===== src/hw/rtl/credit_round_robin_dispatcher_defines.svh =====
// Assertion macros for the credit round-robin dispatcher.
`ifndef CREDIT_ROUND_ROBIN_DISPATCHER_DEFINES_SVH
`define CREDIT_ROUND_ROBIN_DISPATCHER_DEFINES_SVH

`ifndef NO_ASSERTIONS

// Same-cycle implication, clocked on clk and disabled during reset.
`define CRRD_ASSERT_IMPL(label, ante, cons) \
  label: assert property (@(posedge clk) disable iff (!rst_n) (ante) |-> (cons)) \
    else $error("dispatcher check failed");

// Next-cycle implication, clocked on clk and disabled during reset.
`define CRRD_ASSERT_NEXT(label, ante, cons) \
  label: assert property (@(posedge clk) disable iff (!rst_n) (ante) |=> (cons)) \
    else $error("dispatcher check failed");

`else

`define CRRD_ASSERT_IMPL(label, ante, cons)
`define CRRD_ASSERT_NEXT(label, ante, cons)

`endif

`endif


===== src/hw/rtl/crrd_pkg.sv =====
// Shared types and constants of the credit round-robin dispatcher.
package crrd_pkg;

  localparam int unsigned OP_W     = 2;
  localparam int unsigned SUB_W    = 3;
  localparam int unsigned CREDIT_W = 16;
  localparam int unsigned HANDLE_W = 16;
  localparam int unsigned KIND_W   = 2;

  typedef enum logic [OP_W-1:0] {
    OP_ENQUEUE   = 2'd0,
    OP_SUBSCRIBE = 2'd1,
    OP_CREDIT    = 2'd2,
    OP_UNSUB     = 2'd3
  } op_t;

  typedef enum logic [KIND_W-1:0] {
    KIND_DELIVER = 2'd0,
    KIND_ACK     = 2'd1,
    KIND_DROP    = 2'd2
  } kind_t;

  // Commands from the controller to the datapath.
  typedef struct packed {
    logic load;     // capture the incoming transaction
    logic exec;     // apply the operation
    logic pick;     // register the chosen slot
    logic deliver;  // pop the queue head to the chosen slot
    logic flush;    // release the held result as the last one
  } cmd_t;

  // Status from the datapath to the controller.
  typedef struct packed {
    logic deals;     // operation is followed by dealing
    logic can_deal;  // a message and an eligible slot exist, limit not reached
  } status_t;

endpackage


===== src/hw/rtl/crrd_ctrl.sv =====
// Controller state machine of the credit round-robin dispatcher.
module crrd_ctrl (
  input  logic              clk,
  input  logic              rst_n,
  input  logic              start,
  input  crrd_pkg::status_t status,
  output logic              busy,
  output crrd_pkg::cmd_t    cmd
);

  typedef enum logic [4:0] {
    S_IDLE    = 5'b00001,
    S_EXEC    = 5'b00010,
    S_SCAN    = 5'b00100,
    S_DELIVER = 5'b01000,
    S_FINISH  = 5'b10000
  } state_t;

  state_t state_r;
  state_t state_nxt;

  always_comb begin
    cmd       = '0;
    state_nxt = state_r;
    case (state_r)
      S_IDLE: begin
        if (start) begin
          cmd.load  = 1'b1;
          state_nxt = S_EXEC;
        end
      end
      S_EXEC: begin
        cmd.exec  = 1'b1;
        state_nxt = status.deals ? S_SCAN : S_FINISH;
      end
      S_SCAN: begin
        if (status.can_deal) begin
          cmd.pick  = 1'b1;
          state_nxt = S_DELIVER;
        end else begin
          state_nxt = S_FINISH;
        end
      end
      S_DELIVER: begin
        cmd.deliver = 1'b1;
        state_nxt   = S_SCAN;
      end
      S_FINISH: begin
        cmd.flush = 1'b1;
        state_nxt = S_IDLE;
      end
      default: begin
        state_nxt = S_IDLE;
      end
    endcase
  end

  always_ff @(posedge clk) begin
    if (!rst_n) begin
      state_r <= S_IDLE;
    end else begin
      state_r <= state_nxt;
    end
  end

  assign busy = (state_r != S_IDLE);

endmodule


===== src/hw/rtl/crrd_dp.sv =====
// Datapath of the credit round-robin dispatcher: queue, slots, pick and result stage.
module crrd_dp #(
  parameter int SUBSCRIBERS = 8,
  parameter int QUEUE_DEPTH = 64,
  parameter int HANDLE_BITS = 16
) (
  input  logic                            clk,
  input  logic                            rst_n,
  input  crrd_pkg::cmd_t                  cmd,
  input  logic [crrd_pkg::OP_W-1:0]       in_operation,
  input  logic [crrd_pkg::SUB_W-1:0]      in_subscriber,
  input  logic [crrd_pkg::CREDIT_W-1:0]   in_credit,
  input  logic [crrd_pkg::HANDLE_W-1:0]   in_message_handle,
  output crrd_pkg::status_t               status,
  output logic                            out_valid,
  output logic [crrd_pkg::KIND_W-1:0]     out_kind,
  output logic [crrd_pkg::SUB_W-1:0]      out_target,
  output logic [crrd_pkg::HANDLE_W-1:0]   out_handle_out,
  output logic                            out_last
);

  localparam int RESULT_LIMIT = 64;
  localparam int RES_CNT_W    = $clog2(RESULT_LIMIT + 1);
  localparam int SLOT_W       = (SUBSCRIBERS > 1) ? $clog2(SUBSCRIBERS) : 1;
  localparam int RR_W         = $clog2(SUBSCRIBERS + 1);
  localparam int CMP_W        = ((RR_W > crrd_pkg::SUB_W) ? RR_W : crrd_pkg::SUB_W) + 1;
  localparam int ADDR_W       = $clog2(QUEUE_DEPTH);
  localparam int CNT_W        = $clog2(QUEUE_DEPTH + 1);
  localparam int SUM_W        = CNT_W + 1;
  localparam int HW           = (HANDLE_BITS < crrd_pkg::HANDLE_W) ? HANDLE_BITS :
                                crrd_pkg::HANDLE_W;

  // Captured transaction
  crrd_pkg::op_t                 op_r;
  logic [crrd_pkg::SUB_W-1:0]    sub_r;
  logic [crrd_pkg::CREDIT_W-1:0] credit_r;
  logic [HW-1:0]                 handle_r;

  // Queue
  logic [HW-1:0]     mem [QUEUE_DEPTH];
  logic [HW-1:0]     rd_data_r;
  logic [ADDR_W-1:0] head_r;
  logic [CNT_W-1:0]  count_r;

  // Slots
  logic [SUBSCRIBERS-1:0]        open_r;
  logic [crrd_pkg::CREDIT_W-1:0] cred_r [SUBSCRIBERS];
  logic [RR_W-1:0]               rr_r;
  logic [SLOT_W-1:0]             pick_r;
  logic [RES_CNT_W-1:0]          nres_r;

  // Result holding stage
  logic                          pend_v_r;
  crrd_pkg::kind_t               pend_kind_r;
  logic [crrd_pkg::SUB_W-1:0]    pend_target_r;
  logic [crrd_pkg::HANDLE_W-1:0] pend_handle_r;
  logic                          out_valid_r;
  crrd_pkg::kind_t               out_kind_r;
  logic [crrd_pkg::SUB_W-1:0]    out_target_r;
  logic [crrd_pkg::HANDLE_W-1:0] out_handle_r;
  logic                          out_last_r;

  logic [CMP_W-1:0]  sub_x;
  logic              sub_ok;
  logic [SLOT_W-1:0] sub_idx;
  logic              full;
  logic [SUM_W-1:0]  tail_sum;
  logic [SUM_W-1:0]  tail_wrap;
  logic [ADDR_W-1:0] tail_addr;
  logic [RR_W-1:0]   scan_start;
  logic [SLOT_W-1:0] pick;
  logic              any_elig;
  logic [CMP_W-1:0]  pick_x;

  logic                          prod;
  crrd_pkg::kind_t               prod_kind;
  logic [crrd_pkg::SUB_W-1:0]    prod_target;
  logic [crrd_pkg::HANDLE_W-1:0] prod_handle;

  assign sub_x   = CMP_W'(sub_r);
  assign sub_ok  = (sub_x < CMP_W'(SUBSCRIBERS));
  assign sub_idx = sub_x[SLOT_W-1:0];
  assign full    = (count_r == CNT_W'(QUEUE_DEPTH));

  assign tail_sum  = SUM_W'(head_r) + SUM_W'(count_r);
  assign tail_wrap = (tail_sum >= SUM_W'(QUEUE_DEPTH)) ? (tail_sum - SUM_W'(QUEUE_DEPTH)) :
                     tail_sum;
  assign tail_addr = tail_wrap[ADDR_W-1:0];

  assign scan_start = (rr_r >= RR_W'(SUBSCRIBERS)) ? '0 : rr_r;

  // Round-robin pick: first eligible slot at or after the start, else the first one.
  always_comb begin
    logic [SLOT_W-1:0] lo;
    logic [SLOT_W-1:0] hi;
    logic              hi_f;
    logic              lo_f;
    lo   = '0;
    hi   = '0;
    hi_f = 1'b0;
    lo_f = 1'b0;
    for (int i = SUBSCRIBERS - 1; i >= 0; i--) begin
      if (open_r[i] && (cred_r[i] != '0)) begin
        lo   = SLOT_W'(i);
        lo_f = 1'b1;
        if (RR_W'(i) >= scan_start) begin
          hi   = SLOT_W'(i);
          hi_f = 1'b1;
        end
      end
    end
    pick     = hi_f ? hi : lo;
    any_elig = lo_f;
  end

  assign status.deals    = (op_r == crrd_pkg::OP_ENQUEUE) || (op_r == crrd_pkg::OP_CREDIT);
  assign status.can_deal = (count_r != '0) && (nres_r < RES_CNT_W'(RESULT_LIMIT)) && any_elig;

  assign pick_x = CMP_W'(pick_r);

  always_comb begin
    prod        = 1'b0;
    prod_kind   = crrd_pkg::KIND_DELIVER;
    prod_target = '0;
    prod_handle = '0;
    if (cmd.exec) begin
      if ((op_r == crrd_pkg::OP_ENQUEUE) && full) begin
        prod        = 1'b1;
        prod_kind   = crrd_pkg::KIND_DROP;
        prod_handle = crrd_pkg::HANDLE_W'(handle_r);
      end else if (op_r == crrd_pkg::OP_UNSUB) begin
        prod        = 1'b1;
        prod_kind   = crrd_pkg::KIND_ACK;
        prod_target = sub_r;
      end
    end
    if (cmd.deliver) begin
      prod        = 1'b1;
      prod_kind   = crrd_pkg::KIND_DELIVER;
      prod_target = pick_x[crrd_pkg::SUB_W-1:0];
      prod_handle = crrd_pkg::HANDLE_W'(rd_data_r);
    end
  end

  // Transaction capture and pick register
  always_ff @(posedge clk) begin
    if (cmd.load) begin
      op_r     <= crrd_pkg::op_t'(in_operation);
      sub_r    <= in_subscriber;
      credit_r <= in_credit;
      handle_r <= in_message_handle[HW-1:0];
    end
    if (cmd.pick) begin
      pick_r <= pick;
    end
  end

  // Queue storage: one write port, one registered read port at the head
  always_ff @(posedge clk) begin
    if (cmd.exec && (op_r == crrd_pkg::OP_ENQUEUE) && !full) begin
      mem[tail_addr] <= handle_r;
    end
    rd_data_r <= mem[head_r];
  end

  // Queue pointers, slot table and result count
  always_ff @(posedge clk) begin
    if (!rst_n) begin
      head_r  <= '0;
      count_r <= '0;
      open_r  <= '0;
      for (int i = 0; i < SUBSCRIBERS; i++) begin
        cred_r[i] <= '0;
      end
      rr_r   <= RR_W'(SUBSCRIBERS);
      nres_r <= '0;
    end else begin
      if (cmd.load) begin
        nres_r <= '0;
      end else if (prod) begin
        nres_r <= nres_r + RES_CNT_W'(1);
      end
      if (cmd.exec) begin
        case (op_r)
          crrd_pkg::OP_ENQUEUE: begin
            if (!full) begin
              count_r <= count_r + CNT_W'(1);
            end
          end
          crrd_pkg::OP_SUBSCRIBE: begin
            if (sub_ok) begin
              open_r[sub_idx] <= 1'b1;
              cred_r[sub_idx] <= '0;
            end
          end
          crrd_pkg::OP_CREDIT: begin
            if (sub_ok) begin
              open_r[sub_idx] <= 1'b1;
              cred_r[sub_idx] <= credit_r;
            end
          end
          crrd_pkg::OP_UNSUB: begin
            if (sub_ok) begin
              if (CMP_W'(rr_r) == sub_x) begin
                rr_r <= RR_W'(sub_x) + RR_W'(1);
              end
              open_r[sub_idx] <= 1'b0;
              cred_r[sub_idx] <= '0;
            end
          end
          default: begin
          end
        endcase
      end
      if (cmd.deliver) begin
        head_r         <= (head_r == ADDR_W'(QUEUE_DEPTH - 1)) ? '0 : head_r + ADDR_W'(1);
        count_r        <= count_r - CNT_W'(1);
        cred_r[pick_r] <= cred_r[pick_r] - crrd_pkg::CREDIT_W'(1);
        rr_r           <= RR_W'(pick_r) + RR_W'(1);
      end
    end
  end

  // Hold each result one step so the final one can carry the last mark
  always_ff @(posedge clk) begin
    if (!rst_n) begin
      pend_v_r    <= 1'b0;
      out_valid_r <= 1'b0;
    end else if (prod) begin
      out_valid_r <= pend_v_r;
      pend_v_r    <= 1'b1;
    end else if (cmd.flush) begin
      out_valid_r <= pend_v_r;
      pend_v_r    <= 1'b0;
    end else begin
      out_valid_r <= 1'b0;
    end
  end

  always_ff @(posedge clk) begin
    if (prod) begin
      out_kind_r    <= pend_kind_r;
      out_target_r  <= pend_target_r;
      out_handle_r  <= pend_handle_r;
      out_last_r    <= 1'b0;
      pend_kind_r   <= prod_kind;
      pend_target_r <= prod_target;
      pend_handle_r <= prod_handle;
    end else if (cmd.flush) begin
      out_kind_r   <= pend_kind_r;
      out_target_r <= pend_target_r;
      out_handle_r <= pend_handle_r;
      out_last_r   <= 1'b1;
    end
  end

  assign out_valid      = out_valid_r;
  assign out_kind       = out_kind_r;
  assign out_target     = out_target_r;
  assign out_handle_out = out_handle_r;
  assign out_last       = out_last_r;

endmodule


===== src/hw/rtl/credit_round_robin_dispatcher.sv =====
// Credit round-robin dispatcher top level: controller, datapath and checks.
// Once accepted, a transaction holds busy through its operation and, for enqueue and set
// credit, through each delivery (slot pick, then queue head read and credit update).
// The final result is strobed in the first cycle after busy falls; a new transaction is
// accepted only while busy is low. Reset (synchronous, active low): queue empty,
// all slots closed with zero credit, pointer parked past the last slot; results never stall.
`include "credit_round_robin_dispatcher_defines.svh"

module credit_round_robin_dispatcher #(
  parameter int SUBSCRIBERS = 8,
  parameter int QUEUE_DEPTH = 64,
  parameter int HANDLE_BITS = 16
) (
  input  logic                          clk,
  input  logic                          rst_n,
  input  logic                          start,
  output logic                          busy,
  input  logic [crrd_pkg::OP_W-1:0]     in_operation,
  input  logic [crrd_pkg::SUB_W-1:0]    in_subscriber,
  input  logic [crrd_pkg::CREDIT_W-1:0] in_credit,
  input  logic [crrd_pkg::HANDLE_W-1:0] in_message_handle,
  output logic                          out_valid,
  output logic [crrd_pkg::KIND_W-1:0]   out_kind,
  output logic [crrd_pkg::SUB_W-1:0]    out_target,
  output logic [crrd_pkg::HANDLE_W-1:0] out_handle_out,
  output logic                          out_last
);

  // Command and status between the controller and the datapath.
  crrd_pkg::cmd_t    cmd;
  crrd_pkg::status_t status;

  // Controller: sequence capture, operation, then, for enqueue and set credit, alternate
  // slot pick and delivery until the queue drains, no slot has credit or the result cap is hit,
  // and finally release the held result with the last mark.
  crrd_ctrl u_ctrl (
    .clk    (clk),
    .rst_n  (rst_n),
    .start  (start),
    .status (status),
    .busy   (busy),
    .cmd    (cmd)
  );

  // Datapath: hold the queue storage and the slot table, pick the next slot
  // round-robin and delay every result one step so the last one is marked.
  crrd_dp #(
    .SUBSCRIBERS (SUBSCRIBERS),
    .QUEUE_DEPTH (QUEUE_DEPTH),
    .HANDLE_BITS (HANDLE_BITS)
  ) u_dp (
    .clk               (clk),
    .rst_n             (rst_n),
    .cmd               (cmd),
    .in_operation      (in_operation),
    .in_subscriber     (in_subscriber),
    .in_credit         (in_credit),
    .in_message_handle (in_message_handle),
    .status            (status),
    .out_valid         (out_valid),
    .out_kind          (out_kind),
    .out_target        (out_target),
    .out_handle_out    (out_handle_out),
    .out_last          (out_last)
  );

  // An idle cycle produces nothing, so no result follows it.
  `CRRD_ASSERT_NEXT(a_idle_quiet, !busy, !out_valid)
  // A result without the last mark means more of the same transaction follow.
  `CRRD_ASSERT_IMPL(a_more_busy, out_valid && !out_last, busy)
  // An accepted transaction holds the block busy and emits nothing at once.
  `CRRD_ASSERT_NEXT(a_accept_busy, start && !busy, busy && !out_valid)

endmodule

===== config.mk =====
export PLATFORM = sky130hd
export DESIGN_NAME = credit_round_robin_dispatcher
export DESIGN_NICKNAME = d
export VERILOG_FILES = /design/src/hw/rtl/crrd_pkg.sv /design/src/hw/rtl/crrd_ctrl.sv /design/src/hw/rtl/crrd_dp.sv /design/src/hw/rtl/credit_round_robin_dispatcher.sv
export VERILOG_INCLUDE_DIRS = /design/src /design/src/hw/rtl
export SDC_FILE = /design/constraint.sdc
export NUM_CORES = 2
export LEC_CHECK = 0
export BUFFER_PORTS_ARGS = -buffer_cell sky130_fd_sc_hd__buf_2
export CORE_ASPECT_RATIO = 1.4
export CORE_MARGIN = 4
export CORE_UTILIZATION = 38
export DETAILED_ROUTE_END_ITERATION = 12
export SLEW_MARGIN = 20
export SYNTH_ARGS = -nofsm -noshare
export SYNTH_HDL_FRONTEND = slang
export SYNTH_HIERARCHICAL = 1
export SYNTH_SLANG_ARGS = --single-unit

===== constraint.sdc =====
create_clock -name clk -period 4 [get_ports clk]
set_input_delay 0.2 -clock clk [delete_from_list [all_inputs] [get_ports clk]]
set_output_delay 0.2 -clock clk [all_outputs]
set_load 0.05 [all_outputs]

==> impl_metrics.tcl <==
set metrics [dict create \
    holdPathStages 2 \
    clock-sinks 1293 \
    start_kind "register" \
    cp.arrival_ns 3.96 \
    drv_slew 0 \
    post-route-min-period_ns 3.53 \
    hold_slack_ns 0.182 \
    powerDensity_nw_per_um2 467 \
    path_buf_inv 1 \
    netlist.area_leader.share_pct 72.2 \
    nets 2754 \
    hold_path.class "input port to register" \
    synth_flop_cell "edfxtp_1" \
    drive_gt1_share_pct 29.2 \
    synthArstFlopShare_pct 0 \
    p_sw_share_pct 20.1 \
    port_buffers 63 \
    synth_edf_count 1234 \
    power.share.clock_pct 43.6 \
    leakagePower_nw 18.3 \
    finClkSkew_ns 0.0379 \
    netlist_instances 2446 \
    core_area_um2 134000 \
    ant_nets 0 \
    initial_utilization_pct 38.3 \
    p_comb_share_pct 2.0 \
    track_usage_pct 18.9 \
    crit_chain "buf_4 > mux4_1 > mux2i_4 > nand4_4 > nor3_2 > nand4_2 > xnor2_2 > o22ai_1" \
    multi_input_area_um2 12500 \
    path_depth 8 \
    num-fill-cells 11300 \
    ctsRootBufferMaster "clkbuf_16" \
    fp.dieW_um 319 \
    hpwl_um 86200 \
    p_sw_mw 5.55 \
    crit_fanout 17 \
    reg2reg_to "u_dp/cred_r[4][15]" \
    path_clk_slew_ns 0.06 \
    intPower_mw 22.1 \
    hold_viol_final 0 \
    dp_cells 4309 \
    regToRegSetupSlack_ns 0.47 \
    row_count 159 \
    syn_nets 2502 \
    cts_resized 0 \
    setup_ws_ns 0.468 \
    drtIter0Drc 2773 \
    synthToLayoutAreaGrowth_pct 15.3 \
    yosys_warnings 6 \
    vias_per_cell 5.70 \
    cts_inserted_buffers 117 \
    pre_cts_ws_ns 0.489 \
    drt_first_pass_iters 6 \
    cts_max_level 3 \
    grt_start_max_net_pins 128 \
    ios 64 \
    setup_viol 0 \
    antenna_found_initial 2 \
    seq_area_frac_synth_pct 74.5 \
    grt_pass1_wl_um 195000 \
    fin_setup_tns_ns 0 \
    synth_area_per_cell_um2 21.0 \
    cp_top_family "multiplexers" \
    clockBufferDepth 3 \
    finalCritPeriodShare_pct 88.3 \
    grt_pass1_vias 27400 \
    run_status "finished, final reports clean" \
    synth_area_leaders "edfxtp_1, mux4_2, dfxtp_1" \
    post_cts_buffers 0 \
    ys_ff_latch 1293 \
    grt-ovfl-total 0 \
    peakVddDrop_mv 0.388 \
    final_cell_area_um2 59200 \
    layout_common_cells "edfxtp_1, mux4_2, buf_4" \
    clock_latency_ns 0.75 \
    synth_top_cell_by_area "edfxtp_1" \
    crit_end "u_dp/cred_r[4][15]" \
    drc 0 \
    max_stage_delay_ns 0.66 \
    worst_slew_pin_slew_ns 1.14 \
    die_area_um2 141000 \
    path_class "register to register" \
    crit_slowest_cell "mux4_1" \
    maxSlewHeadroom_pct 23.7 \
    cts_tree "yes" \
    netlist_area_um2 51300 \
    drv_cap 0 \
    p_seq_share_pct 54.4 \
    layout_commonest_cell "edfxtp_1" \
    worst_ep_required_time_ns 4.43 \
    routed_wl_um 134000 \
    fp.dieH_um 443 \
    synth_cell_types 74 \
    instances_no_fill 4572 \
    r2r_cells 8 \
    rsz0062_at_grt "no" \
    gp_congestion 0.918 \
    cp-end-kind "register" \
    num_vias 26100 \
    avgRoutedWirePerCell_um 29.3 \
    max_freq_mhz 283 \
    place_area_um2 54600 \
    seq_area_um2 38300 \
]
layout make-up:
class	instances	share of cell area, %
sequential	1293	64.6
multi-input combinational	1008	21.2
clock buffer	144	5.38
tap	1771	3.74
timing repair buffer	261	3.36
clock inverter	76	1.61
inverter	17	0.108
antenna	2	0.00845
flip-flops by register name, indices dropped and copies added, names as in the netlist, 7 cells and up, named ones only:
name and count:
u_dp/nres_r 7, u_dp/cred_r 128, u_dp/handle_r 16, u_dp/pend_handle_r 16, u_dp/credit_r 16, u_dp/rd_data_r 16, u_dp/out_handle_out 16, u_dp/count_r 7
u_dp/mem 1024
power groups by stage:
stage	combinational (mW)	clock, mW	sequential [mW]
after global routing	0.597	12.9	15.0
after floorplan	0.153	0	15.4
after CTS	0.554	12.3	15.0
final	0.564	12.0	15.0
after detailed placement	0.523	0	15.3
after global placement	0.505	0	15.3
metal layers:
metal | GRT usage (%) | share of wire, %
met5 | 0 | 0.0097
met4 | 8.13 | 4.4
met3 | 2.80 | 5.9
met2 | 33.6 | 53
met1 | 22.8 | 37
kinds of logic after synthesis:
kind of cell               Yosys count  share of synthesized area (%)
xor gates and xnor gates            38                          0.758
and+or+nand+nor                    332                           3.28
adders and majority gates           16                          0.419
buffers and inverters              145                           1.21
DFF                               1293                           74.5
muxes                              393                           16.9
AOI/OAI and AO/OA                  229                           2.99
stage by stage:
stage,power [mW],utilization (%)
floorplan,15.5,-
global placement,15.8,40.7
detailed placement,15.8,40.7
CTS,27.8,44.1
global route,28.5,44.1
finish,27.6,44.2
cell usage after synthesis, drive strengths merged (14+ instances only):
library cell and instances:
a21oi 20, a22o 19, buf 41, clkbuf 87, dfxtp 59, edfxtp 1234
ha 14, inv 16, mux2i 21, mux4 368, nand2 74, nand3 26
nor2 114, nor4 23, o21ai 20, o22ai 129, xnor2 25
worst min-delay path by stage:
stage	startpoint	end	slack (ns)
3_3_place_gp	in_credit[8]	u_dp/credit_r[8]	0.38
2_1_floorplan	in_credit[0]	u_dp/credit_r[0]	0.30
5_1_grt	in_message_handle[1]	u_dp/handle_r[1]	0.16
6_report	in_credit[15]	u_dp/credit_r[15]	0.18
3_5_place_dp	in_credit[4]	u_dp/credit_r[4]	0.38
4_1_cts	in_credit[7]	u_dp/credit_r[7]	0.11
repair_timing:
action | in CTS | in global routing
hold buffers | 39 | 0
setup endpoints to repair | 0 | 0
endpoints found under the hold margin | 44 | 0
Note: power is estimated with default switching activity, not from simulation.
